### src/rtl/serial_line_editor_top_macros.svh
// assertion macros for the line editor
`ifndef SERIAL_LINE_EDITOR_TOP_MACROS_SVH
`define SERIAL_LINE_EDITOR_TOP_MACROS_SVH
// assert that an implication holds at every clock unless in reset
`define SLE_ASSERT_IMP(label, clk, rst, pre, post) \
   label: assert property (@(posedge clk) disable iff (rst) (pre) |-> (post)) \
      else $error("assertion failed");
// assert that a condition holds in the cycle after another
`define SLE_ASSERT_NEXT(label, clk, rst, pre, post) \
   label: assert property (@(posedge clk) disable iff (rst) (pre) |=> (post)) \
      else $error("assertion failed");
`endif

### src/rtl/sle_pkg.sv
// shared types and constants of the line editor
package sle_pkg;
   localparam int LINE_MAX_DEFAULT = 32;
   localparam int QUEUE_DEPTH = 2;

   localparam logic [7:0] CH_ESC = 8'h1B;
   localparam logic [7:0] CH_CR = 8'h0D;
   localparam logic [7:0] CH_LF = 8'h0A;
   localparam logic [7:0] CH_DEL = 8'h7F;
   localparam logic [7:0] CH_LBRACKET = 8'h5B;
   localparam logic [7:0] CH_C = 8'h43;
   localparam logic [7:0] CH_D = 8'h44;
   localparam logic [7:0] CH_THREE = 8'h33;
   localparam logic [7:0] CH_TILDE = 8'h7E;
   localparam logic [7:0] CH_SPACE = 8'h20;
   localparam logic [7:0] CH_S = 8'h73;
   localparam logic [7:0] CH_ZERO = 8'h30;
   localparam logic [7:0] CH_F = 8'h46;
   localparam logic [7:0] CH_E = 8'h45;
   localparam logic [7:0] CH_K = 8'h4B;
   localparam logic [7:0] CH_U = 8'h75;

   // command classes passed from front to back
   typedef enum logic [2:0] {
      CMD_INSERT,
      CMD_ENTER,
      CMD_BACKSPACE,
      CMD_DELETE,
      CMD_LEFT,
      CMD_RIGHT,
      CMD_NONE
   } cmd_type;

   typedef struct packed {
      cmd_type cmd;
      logic [7:0] data;
   } cmd_item_type;
endpackage

### src/rtl/sle_ram.sv
// generic ram with one write port and one registered read port
module sle_ram #(
   parameter int WIDTH = 8,
   parameter int DEPTH = 32
) (
   input logic clock,
   input logic wr_en,
   input logic [((DEPTH > 1) ? $clog2(DEPTH) : 1)-1:0] wr_addr,
   input logic [WIDTH-1:0] wr_data,
   input logic [((DEPTH > 1) ? $clog2(DEPTH) : 1)-1:0] rd_addr,
   output logic [WIDTH-1:0] rd_data
);
   logic [WIDTH-1:0] mem [DEPTH];
   logic [WIDTH-1:0] rd_data_ff;

   always_ff @(posedge clock) begin
      if (wr_en) begin
         mem[wr_addr] <= wr_data;
      end
      rd_data_ff <= mem[rd_addr];
   end

   assign rd_data = rd_data_ff;
endmodule

### src/rtl/sle_front.sv
// byte classifier: escape sequence decode and command queue
module sle_front (
   input logic clock,
   input logic reset,
   input logic req_valid,
   output logic req_ready,
   input logic [7:0] req_rx_byte,
   output logic cmd_valid,
   input logic cmd_ready,
   output sle_pkg::cmd_item_type cmd_item
);
   import sle_pkg::*;

   localparam int QAW = (QUEUE_DEPTH > 1) ? $clog2(QUEUE_DEPTH) : 1;

   typedef enum logic [1:0] {
      PH_IDLE,
      PH_ESC,
      PH_BRACKET,
      PH_THREE
   } phase_type;

   phase_type phase_ff, phase_in;
   cmd_item_type q_ff [QUEUE_DEPTH];
   cmd_item_type q_in [QUEUE_DEPTH];
   logic [$clog2(QUEUE_DEPTH+1)-1:0] cnt_ff, cnt_in;
   cmd_item_type cls;
   logic push, pop;

   assign req_ready = cnt_ff != QUEUE_DEPTH[$clog2(QUEUE_DEPTH+1)-1:0];
   assign cmd_valid = cnt_ff != '0;
   assign cmd_item = q_ff[0];

   always_comb begin
      phase_in = phase_ff;
      cls.cmd = CMD_NONE;
      cls.data = req_rx_byte;
      unique case (phase_ff)
         PH_IDLE: begin
            if (req_rx_byte == CH_ESC) begin
               phase_in = PH_ESC;
            end else if (req_rx_byte == CH_CR) begin
               cls.cmd = CMD_ENTER;
            end else if (req_rx_byte == CH_DEL) begin
               cls.cmd = CMD_BACKSPACE;
            end else if (req_rx_byte >= CH_SPACE && req_rx_byte < CH_DEL) begin
               cls.cmd = CMD_INSERT;
            end
         end
         PH_ESC: begin
            if (req_rx_byte == CH_LBRACKET) begin
               phase_in = PH_BRACKET;
            end else if (req_rx_byte != CH_ESC) begin
               phase_in = PH_IDLE;
            end
         end
         PH_BRACKET: begin
            phase_in = PH_IDLE;
            if (req_rx_byte == CH_C) begin
               cls.cmd = CMD_RIGHT;
            end else if (req_rx_byte == CH_D) begin
               cls.cmd = CMD_LEFT;
            end else if (req_rx_byte == CH_THREE) begin
               phase_in = PH_THREE;
            end
         end
         default: begin
            phase_in = PH_IDLE;
            if (req_rx_byte == CH_TILDE) begin
               cls.cmd = CMD_DELETE;
            end
         end
      endcase
   end

   // bytes that cause nothing never enter the queue
   assign push = req_valid && req_ready && cls.cmd != CMD_NONE;
   assign pop = cmd_valid && cmd_ready;

   always_comb begin
      q_in = q_ff;
      cnt_in = cnt_ff;
      if (pop) begin
         for (int i = 0; i < QUEUE_DEPTH - 1; i++) begin
            q_in[i] = q_ff[i+1];
         end
      end
      if (push) begin
         q_in[QAW'(cnt_ff - {{($clog2(QUEUE_DEPTH+1)-1){1'b0}}, pop})] = cls;
      end
      cnt_in = cnt_ff + {{($clog2(QUEUE_DEPTH+1)-1){1'b0}}, push}
         - {{($clog2(QUEUE_DEPTH+1)-1){1'b0}}, pop};
   end

   always_ff @(posedge clock) begin
      if (reset) begin
         phase_ff <= PH_IDLE;
         cnt_ff <= '0;
      end else begin
         if (req_valid && req_ready) begin
            phase_ff <= phase_in;
         end
         cnt_ff <= cnt_in;
      end
      q_ff <= q_in;
   end
endmodule

### src/rtl/sle_back.sv
// command executor: line store edits and echo byte sequencing
module sle_back #(
   parameter int LINE_MAX = sle_pkg::LINE_MAX_DEFAULT
) (
   input logic clock,
   input logic reset,
   input logic [5:0] line_limit,
   input logic cmd_valid,
   output logic cmd_ready,
   input sle_pkg::cmd_item_type cmd_item,
   output logic rsp_valid,
   input logic rsp_ready,
   output logic [7:0] rsp_out_byte,
   output logic rsp_out_kind,
   output logic rsp_line_done,
   output logic [5:0] rsp_line_length,
   output logic rsp_last_of_run
);
   import sle_pkg::*;
   `include "serial_line_editor_top_macros.svh"

   localparam int AW = (LINE_MAX > 1) ? $clog2(LINE_MAX) : 1;
   localparam logic [5:0] MAX6 = 6'(LINE_MAX);

   typedef enum logic [3:0] {
      ST_IDLE,
      ST_SHIFT_RD,
      ST_SHIFT_WR,
      ST_PRE,
      ST_BODY_RD,
      ST_BODY,
      ST_POST,
      ST_ENTER_HD,
      ST_ENTER_RD,
      ST_ENTER_BODY,
      ST_SINGLE
   } state_type;

   state_type state_ff;
   cmd_item_type cmd_ff;
   logic [5:0] cur_ff, len_ff, idx_ff, enlen_ff;
   logic [3:0] sub_ff;
   logic [1:0] tail_ff;
   logic out_full_ff;
   logic [7:0] o_byte_ff;
   logic o_kind_ff, o_done_ff, o_last_ff;
   logic [5:0] o_len_ff;

   logic wr_en;
   logic [AW-1:0] wr_addr, rd_addr;
   logic [7:0] wr_data, rd_data;
   logic [5:0] lim;
   logic emit_ok;

   sle_ram #(.WIDTH(8), .DEPTH(LINE_MAX)) u_ram (
      .clock(clock), .wr_en(wr_en), .wr_addr(wr_addr), .wr_data(wr_data),
      .rd_addr(rd_addr), .rd_data(rd_data)
   );

   assign lim = (line_limit > MAX6) ? MAX6 : line_limit;
   assign emit_ok = !out_full_ff || rsp_ready;
   assign cmd_ready = state_ff == ST_IDLE;

   assign rsp_valid = out_full_ff;
   assign rsp_out_byte = o_byte_ff;
   assign rsp_out_kind = o_kind_ff;
   assign rsp_line_done = o_done_ff;
   assign rsp_line_length = o_len_ff;
   assign rsp_last_of_run = o_last_ff;

   // prefix ESC[s ESC[0F ESC[0E ESC[K, 14 bytes
   function automatic logic [7:0] pre_byte(input logic [3:0] k);
      logic [7:0] b;
      unique case (k)
         4'd0, 4'd3, 4'd7, 4'd11: b = CH_ESC;
         4'd1, 4'd4, 4'd8, 4'd12: b = CH_LBRACKET;
         4'd2: b = CH_S;
         4'd5, 4'd9: b = CH_ZERO;
         4'd6: b = CH_F;
         4'd10: b = CH_E;
         default: b = CH_K;
      endcase
      return b;
   endfunction

   // per-state memory control
   always_comb begin
      wr_en = 1'b0;
      wr_addr = idx_ff[AW-1:0];
      wr_data = rd_data;
      rd_addr = idx_ff[AW-1:0];
      if (state_ff == ST_IDLE && cmd_valid && cmd_item.cmd == CMD_INSERT
          && len_ff < lim && cur_ff >= len_ff) begin
         wr_en = 1'b1;
         wr_addr = len_ff[AW-1:0];
         wr_data = cmd_item.data;
      end else if (state_ff == ST_SHIFT_RD) begin
         // insert reads idx-1, removal reads idx+1
         rd_addr = (cmd_ff.cmd == CMD_INSERT) ? AW'(idx_ff - 6'd1) : AW'(idx_ff + 6'd1);
      end else if (state_ff == ST_SHIFT_WR) begin
         wr_en = 1'b1;
         if (cmd_ff.cmd == CMD_INSERT && idx_ff == cur_ff) begin
            wr_data = cmd_ff.data;
         end
      end
   end

   always_ff @(posedge clock) begin
      if (reset) begin
         state_ff <= ST_IDLE;
         cur_ff <= '0;
         len_ff <= '0;
         out_full_ff <= 1'b0;
      end else begin
         if (out_full_ff && rsp_ready) begin
            out_full_ff <= 1'b0;
         end
         unique case (state_ff)
            ST_IDLE: begin
               if (cmd_valid) begin
                  cmd_ff <= cmd_item;
                  sub_ff <= '0;
                  unique case (cmd_item.cmd)
                     CMD_INSERT: begin
                        if (len_ff < lim) begin
                           if (cur_ff < len_ff) begin
                              idx_ff <= len_ff;
                              len_ff <= len_ff + 6'd1;
                              tail_ff <= 2'd1;
                              state_ff <= ST_SHIFT_RD;
                           end else begin
                              len_ff <= len_ff + 6'd1;
                              cur_ff <= len_ff + 6'd1;
                              state_ff <= ST_SINGLE;
                           end
                        end
                     end
                     CMD_ENTER: begin
                        enlen_ff <= len_ff;
                        idx_ff <= '0;
                        state_ff <= ST_ENTER_HD;
                     end
                     CMD_BACKSPACE: begin
                        if (cur_ff != '0) begin
                           cur_ff <= cur_ff - 6'd1;
                           idx_ff <= cur_ff - 6'd1;
                           tail_ff <= 2'd2;
                           state_ff <= ST_SHIFT_RD;
                        end
                     end
                     CMD_DELETE: begin
                        if (cur_ff < len_ff) begin
                           idx_ff <= cur_ff;
                           tail_ff <= 2'd0;
                           state_ff <= ST_SHIFT_RD;
                        end
                     end
                     CMD_LEFT: begin
                        if (cur_ff != '0) begin
                           cur_ff <= cur_ff - 6'd1;
                           state_ff <= ST_POST;
                           sub_ff <= 4'd2;
                           tail_ff <= 2'd2;
                        end
                     end
                     CMD_RIGHT: begin
                        if (cur_ff < len_ff) begin
                           cur_ff <= cur_ff + 6'd1;
                           state_ff <= ST_POST;
                           sub_ff <= 4'd2;
                           tail_ff <= 2'd1;
                        end
                     end
                     default: begin
                     end
                  endcase
               end
            end
            ST_SHIFT_RD: begin
               if (cmd_ff.cmd == CMD_INSERT) begin
                  if (idx_ff == cur_ff) begin
                     state_ff <= ST_SHIFT_WR;
                  end else begin
                     state_ff <= ST_SHIFT_WR;
                  end
               end else if (idx_ff + 6'd1 >= len_ff) begin
                  len_ff <= len_ff - 6'd1;
                  state_ff <= ST_PRE;
               end else begin
                  state_ff <= ST_SHIFT_WR;
               end
            end
            ST_SHIFT_WR: begin
               if (cmd_ff.cmd == CMD_INSERT) begin
                  if (idx_ff == cur_ff) begin
                     cur_ff <= cur_ff + 6'd1;
                     state_ff <= ST_PRE;
                  end else begin
                     idx_ff <= idx_ff - 6'd1;
                     state_ff <= ST_SHIFT_RD;
                  end
               end else begin
                  idx_ff <= idx_ff + 6'd1;
                  state_ff <= ST_SHIFT_RD;
               end
            end
            ST_PRE: begin
               if (emit_ok) begin
                  o_byte_ff <= pre_byte(sub_ff);
                  o_kind_ff <= 1'b0;
                  o_done_ff <= 1'b0;
                  o_len_ff <= '0;
                  o_last_ff <= 1'b0;
                  out_full_ff <= 1'b1;
                  if (sub_ff == 4'd13) begin
                     idx_ff <= '0;
                     sub_ff <= '0;
                     state_ff <= (len_ff == '0) ? ST_POST : ST_BODY_RD;
                  end else begin
                     sub_ff <= sub_ff + 4'd1;
                  end
               end
            end
            ST_BODY_RD: begin
               state_ff <= ST_BODY;
            end
            ST_BODY: begin
               if (emit_ok) begin
                  o_byte_ff <= rd_data;
                  o_last_ff <= 1'b0;
                  out_full_ff <= 1'b1;
                  idx_ff <= idx_ff + 6'd1;
                  state_ff <= (idx_ff + 6'd1 >= len_ff) ? ST_POST : ST_BODY_RD;
               end
            end
            ST_POST: begin
               // ESC[u then optional ESC[C / ESC[D; sub 2.. is tail only
               if (emit_ok) begin
                  o_kind_ff <= 1'b0;
                  o_done_ff <= 1'b0;
                  o_len_ff <= '0;
                  out_full_ff <= 1'b1;
                  unique case (sub_ff)
                     4'd0, 4'd3: o_byte_ff <= CH_ESC;
                     4'd1, 4'd4: o_byte_ff <= CH_LBRACKET;
                     4'd2: o_byte_ff <= CH_U;
                     default: o_byte_ff <= (tail_ff == 2'd1) ? CH_C : CH_D;
                  endcase
                  if (sub_ff == 4'd2 && cmd_ff.cmd != CMD_LEFT
                      && cmd_ff.cmd != CMD_RIGHT) begin
                     o_byte_ff <= CH_U;
                  end else if (sub_ff == 4'd2) begin
                     o_byte_ff <= CH_ESC;
                  end
                  if ((sub_ff == 4'd2 && tail_ff == 2'd0) || sub_ff == 4'd5) begin
                     o_last_ff <= 1'b1;
                     state_ff <= ST_IDLE;
                  end else begin
                     o_last_ff <= 1'b0;
                     sub_ff <= (sub_ff == 4'd2 && (cmd_ff.cmd == CMD_LEFT
                        || cmd_ff.cmd == CMD_RIGHT)) ? 4'd4 : sub_ff + 4'd1;
                  end
               end
            end
            ST_ENTER_HD: begin
               if (emit_ok) begin
                  o_kind_ff <= 1'b0;
                  o_done_ff <= 1'b1;
                  o_len_ff <= enlen_ff;
                  out_full_ff <= 1'b1;
                  o_byte_ff <= (sub_ff == '0) ? CH_CR : CH_LF;
                  o_last_ff <= sub_ff != '0 && enlen_ff == '0;
                  if (sub_ff != '0) begin
                     len_ff <= '0;
                     cur_ff <= '0;
                     state_ff <= (enlen_ff == '0) ? ST_IDLE : ST_ENTER_RD;
                  end
                  sub_ff <= 4'd1;
               end
            end
            ST_ENTER_RD: begin
               state_ff <= ST_ENTER_BODY;
            end
            default: begin
               if (state_ff == ST_SINGLE) begin
                  if (emit_ok) begin
                     o_byte_ff <= cmd_ff.data;
                     o_kind_ff <= 1'b0;
                     o_done_ff <= 1'b0;
                     o_len_ff <= '0;
                     o_last_ff <= 1'b1;
                     out_full_ff <= 1'b1;
                     state_ff <= ST_IDLE;
                  end
               end else if (emit_ok) begin
                  o_byte_ff <= rd_data;
                  o_kind_ff <= 1'b1;
                  o_done_ff <= 1'b1;
                  o_len_ff <= enlen_ff;
                  o_last_ff <= idx_ff + 6'd1 >= enlen_ff;
                  out_full_ff <= 1'b1;
                  idx_ff <= idx_ff + 6'd1;
                  state_ff <= (idx_ff + 6'd1 >= enlen_ff) ? ST_IDLE : ST_ENTER_RD;
               end
            end
         endcase
      end
   end

   `SLE_ASSERT_IMP(a_cur_in_line, clock, reset, 1'b1, cur_ff <= len_ff || state_ff != ST_IDLE)
   `SLE_ASSERT_IMP(a_len_limit, clock, reset, 1'b1, len_ff <= MAX6)
   `SLE_ASSERT_NEXT(a_hold, clock, reset, rsp_valid && !rsp_ready,
      rsp_valid && $stable(rsp_out_byte))
endmodule

### src/rtl/serial_line_editor_top.sv
// top level of the serial line editor
//  channel | direction | handshake
//  req     | in        | req_valid / req_ready, req_rx_byte
//  rsp     | out       | rsp_valid / rsp_ready, five result fields
//  csr     | in        | csr_write_enable / csr_write_data, no wait
// a plain insert at the end of the line is echoed via the command queue, state ST_SINGLE and the output register
// a redraw shifts the stored bytes, then sends a 14 byte prefix, the line bytes and a 3 to 6 byte tail
// worst case is an insert at column 0 of a 31 byte line
// rate is set by the single read port of the line store
// synchronous reset clears cursor, length and escape phase, line limit to 32
// a two entry command queue lets the decoder run while output is stalled
module serial_line_editor_top #(
   parameter int LINE_MAX = sle_pkg::LINE_MAX_DEFAULT
) (
   input logic clock,
   input logic reset,
   input logic req_valid,
   output logic req_ready,
   input logic [7:0] req_rx_byte,
   output logic rsp_valid,
   input logic rsp_ready,
   output logic [7:0] rsp_out_byte,
   output logic rsp_out_kind,
   output logic rsp_line_done,
   output logic [5:0] rsp_line_length,
   output logic rsp_last_of_run,
   input logic csr_write_enable,
   input logic [5:0] csr_write_data
);
   import sle_pkg::*;

   logic [5:0] limit_ff;
   logic cmd_valid, cmd_ready;
   cmd_item_type cmd_item;

   always_ff @(posedge clock) begin
      if (reset) begin
         limit_ff <= 6'd32;
      end else if (csr_write_enable) begin
         limit_ff <= csr_write_data;
      end
   end

   sle_front u_front (
      .clock(clock), .reset(reset), .req_valid(req_valid), .req_ready(req_ready),
      .req_rx_byte(req_rx_byte), .cmd_valid(cmd_valid), .cmd_ready(cmd_ready),
      .cmd_item(cmd_item)
   );

   sle_back #(.LINE_MAX(LINE_MAX)) u_back (
      .clock(clock), .reset(reset), .line_limit(limit_ff), .cmd_valid(cmd_valid),
      .cmd_ready(cmd_ready), .cmd_item(cmd_item), .rsp_valid(rsp_valid),
      .rsp_ready(rsp_ready), .rsp_out_byte(rsp_out_byte), .rsp_out_kind(rsp_out_kind),
      .rsp_line_done(rsp_line_done), .rsp_line_length(rsp_line_length),
      .rsp_last_of_run(rsp_last_of_run)
   );
endmodule

### config.mk
export PLATFORM = sky130hd
export DESIGN_NAME = serial_line_editor_top
export DESIGN_NICKNAME = d
export VERILOG_FILES = /design/src/rtl/sle_pkg.sv /design/src/rtl/sle_ram.sv /design/src/rtl/sle_front.sv /design/src/rtl/sle_back.sv /design/src/rtl/serial_line_editor_top.sv
export VERILOG_INCLUDE_DIRS = /design/src /design/src/rtl
export SDC_FILE = /design/constraint.sdc
export NUM_CORES = 1
export LEC_CHECK = 0
export CAP_MARGIN = 20
export CORE_MARGIN = 2
export CORE_UTILIZATION = 35
export CTS_BUF_LIST = sky130_fd_sc_hd__clkbuf_16
export DETAILED_ROUTE_END_ITERATION = 8
export DONT_BUFFER_PORTS = 1
export GPL_ROUTABILITY_DRIVEN = 0
export GPL_TIMING_DRIVEN = 0
export PLACE_DENSITY = 0.61
export SYNTH_ARGS = -nofsm -noshare
export SYNTH_HDL_FRONTEND = slang
export SYNTH_HIERARCHICAL = 1
export SYNTH_SLANG_ARGS = --single-unit
### constraint.sdc
create_clock -name clock -period 10.4 [get_ports clock]
set_clock_uncertainty 0.1 [all_clocks]
set_input_delay 2.08 -clock clock [delete_from_list [all_inputs] [get_ports clock]]
set_output_delay 2.08 -clock clock [all_outputs]
set_load 0.1 [all_outputs]
==> impl_metrics.yaml <==
cells_and_area:
  areaGrowthSynthToFinish_pct: 13.2
  drive_gt1_share_pct: 17.3
  nNetsFinal: 1384
  diodes: 0
die:
  dieArea_sq_um: 52000
  num_io_pins: 38
  die-height_um: 228
  chipWidth_um: 228
  initial_core_util_pct: 35.2
  rows: 82
  coreArea_sq_um: 49900
drt:
  ant_nets: 0
  drt_iter0_drc: 1140
  post_drt_wl_per_cell_um: 21.9
  vias_per_cell: 5.58
  drc_errors: 0
  dr.pass1.iters: 5
  num_vias: 11300
  routed_wl_um: 44400
grt:
  grt_max_degree: 33
  gr-usage-all-layers_pct: 16.9
  grt_pass1_vias: 11200
  grt_pass1_wl_um: 68500
  grt_overflow_total: 0
  antenna_found_initial: 0
power:
  pwr-share-clk_pct: 21.5
  p_leak_nw: 6.69
  switching_share_pct: 38.7
  ir_drop_mv: 0.145
  power_density_nw_per_um2: 330
  p_int_mw: 4.02
  pwr-share-seq_pct: 32.9
  power_frac_comb_pct: 45.6
  switchingPower_mw: 2.54
synthesis:
  syn_avg_cell_area_sq_um: 13.8
  syn_nets: 1333
  netlist_area_sq_um: 17600
  ys_ff_latch: 366
  synth_area_leader_cell: "edfxtp_1"
  yosysUniqueCellTypes: 86
  ys_seq_area_share_pct: 59.6
  synth-edff-count: 313
  yosysMostFrequentCell: "edfxtp_1"
  synth_commonest_cells: "edfxtp_1 (313), nor2_1 (125), mux4_2 (80), nand2_1 (71), a21oi_1 (55)"
  syn_inst: 1269
  yosysWarningCount: 6
  ys_async_sr_fraction_pct: 0
  yosys-top-cells-area: "edfxtp_1 (54%), mux4_2 (10%), dfxtp_1 (6.0%)"
  yosysTopAreaCellShare_pct: 53.5
  synthFlopType: "edfxtp_1"
sta:
  fin_crit_sh_pct: 53.2
  final_max_slew_viol_count: 0
  max_freq_mhz: 181
  grt_setup_unrepaired: "false"
  slew_headroom_pct: 25.8
  period_needed_ns: 5.54
  setup_viol_count_final: 0
  hold_viol: 0
  tightest_slew_ns: 1.11
  setup-tns-final_ns: 0
  holdWs_ns: 0.384
critical_path:
  start_kind: "flop"
  critical_path.max_fanout: 10
  worstSetupPathType: "reg2reg"
  arrival_ns: 5.60
  required_ns: 10.47
  endpoint_kind: "flop"
  cp_slowest_cell: "nor2_1"
  slowest_delay_ns: 0.65
  path_buf_inv: 4
  cp_common_cell: "clkbuf_1"
  path_delay_family: "simple AND/OR/NAND/NOR gates"
  cp_cell_sequence: "clkbuf_1 > inv_1 > ha_1 > a21oi_1 > o21a_1 > o31a_1 > or4b_1 > clkbuf_1 > clkbuf_1 > o21ai_1 > or3b_2 > nor2_1"
clock_tree:
  cts.sinks: 366
  clk_path_buf_depth: 3
  clock_latency_ns: 0.56
  cts_max_level: 2
  clk_pin_slew_worst_paths_ns: 0.06
  cts_buffers: 41
  cts.repair.resized: 0
  cts_tree: "built"
  cts_root_buffer: "clkbuf_16"
  hold_buffers: 0
  cts_setup_buffers: 0
run:
  maxCapViolCount: 0
run_status:
  status: "finished clean"
placed_design:
  portBuffers: 0
  hpwl_um: 31700
min_path:
  holdCritPathClass: "reg2reg"
[path summary, 6_finish.rpt]
path	from	to	slack [ns]	depth (start not counted)
hold / removal	u_back/len_ff[5]$_SDFFE_PP0P_	u_back/enlen_ff[5]$_DFFE_PP_	0.38	0
setup / recovery	u_back/len_ff[3]$_SDFFE_PP0P_	u_back/u_ram/mem[8][6]$_DFFE_PP_	4.86	12
setup reg to reg	u_back/len_ff[3]$_SDFFE_PP0P_	u_back/u_ram/mem[8][6]$_DFFE_PP_	4.86	12
hold reg to reg	u_back/len_ff[5]$_SDFFE_PP0P_	u_back/enlen_ff[5]$_DFFE_PP_	0.38	0
[per-layer routing]
layer / routed length, um / GRT usage (%)
met5: 0 / 0
met4: 1350 / 5.62
met3: 2990 / 2.84
met2: 20500 / 26.8
met1: 19500 / 23.7
[power by group through the flow]
| stage | combinational (mW) | clock (mW) | sequential, mW |
|---|---|---|---|
| global placement | 2.83 | 0 | 2.21 |
| detailed placement | 2.96 | 0 | 2.19 |
| global route | 3.22 | 1.50 | 2.18 |
| floorplan | 2.07 | 0 | 2.14 |
| finish | 2.99 | 1.41 | 2.16 |
| CTS | 2.98 | 1.44 | 2.16 |
[cells in the final DEF, fill, tap and decap left out, types with 9 or more instances in the layout]
cell / instances
nand4_1: 9
nor3_1: 19
xor2_1: 10
mux4_2: 80
ha_1: 45
nand3_1: 20
o21ai_0: 33
a21o_1: 9
clkbuf_16: 41
buf_2: 12
nand2_1: 71
xnor2_1: 25
a22o_1: 9
clkbuf_1: 45
a21oi_1: 47
nand2b_1: 12
inv_1: 49
dfxtp_1: 53
o221ai_1: 10
nor2b_1: 10
a211oi_1: 10
nor2_1: 125
a31oi_1: 10
a22oi_1: 18
mux2i_1: 38
buf_4: 17
edfxtp_1: 313
[registers in the layout (all words and copies together), names as in the netlist, named ones only]
signal / flops
u_back/len_ff: 6
u_front/phase_ff: 2
u_back/cmd_ff: 11
u_back/rsp_out_kind: 1
limit_ff: 6
u_back/rsp_out_byte: 8
u_back/rsp_last_of_run: 1
u_front/cnt_ff: 2
u_back/cur_ff: 6
u_back/u_ram/mem: 256
u_back/rsp_valid: 1
u_back/sub_ff: 4
u_back/idx_ff: 6
u_back/enlen_ff: 6
u_back/rsp_line_length: 6
u_back/state_ff: 4
u_back/u_ram/rd_data: 8
u_back/tail_ff: 2
u_front/cmd_item: 11
[cells by family (layout without fill, tap and decap cells)]
group	count (synthesis)	count (layout)	share of synthesized area (%)
DFF	366	366	59.6
and+or+nand+nor	333	333	9.35
AOI/OAI and AO/OA	236	236	9.70
buffers and inverters	127	208	3.37
muxes	126	126	12.9
adders and majority gates	45	45	3.21
xor gates and xnor gates	36	36	1.84
[stage by stage]
stage / instances / cell area, sq um / power [mW] / worst slack, ns / util, %
finish: 2022 / 19900 / 6.56 / 4.86 / 39.9
global route: 2022 / 19900 / 6.89 / 4.57 / 39.9
CTS: 2022 / 19900 / 6.58 / 4.91 / 39.9
detailed placement: 1949 / 18600 / 5.15 / 4.92 / 37.2
global placement: 1941 / 18400 / 5.04 / 4.56 / 36.9
floorplan: 1269 / 17600 / 4.21 / 5.74 / -
[area by class of cell]
type,instances,area (sq um)
clock buffers,41,1030
flip-flops and latches,366,10500
inverters,41,154
repair buffers,8,123
multi-input cells,776,6540
plain buffers,86,438
clock inverters,32,294
well taps,672,841
fillers,4650,30000
(Power assumes the default switching activity.)
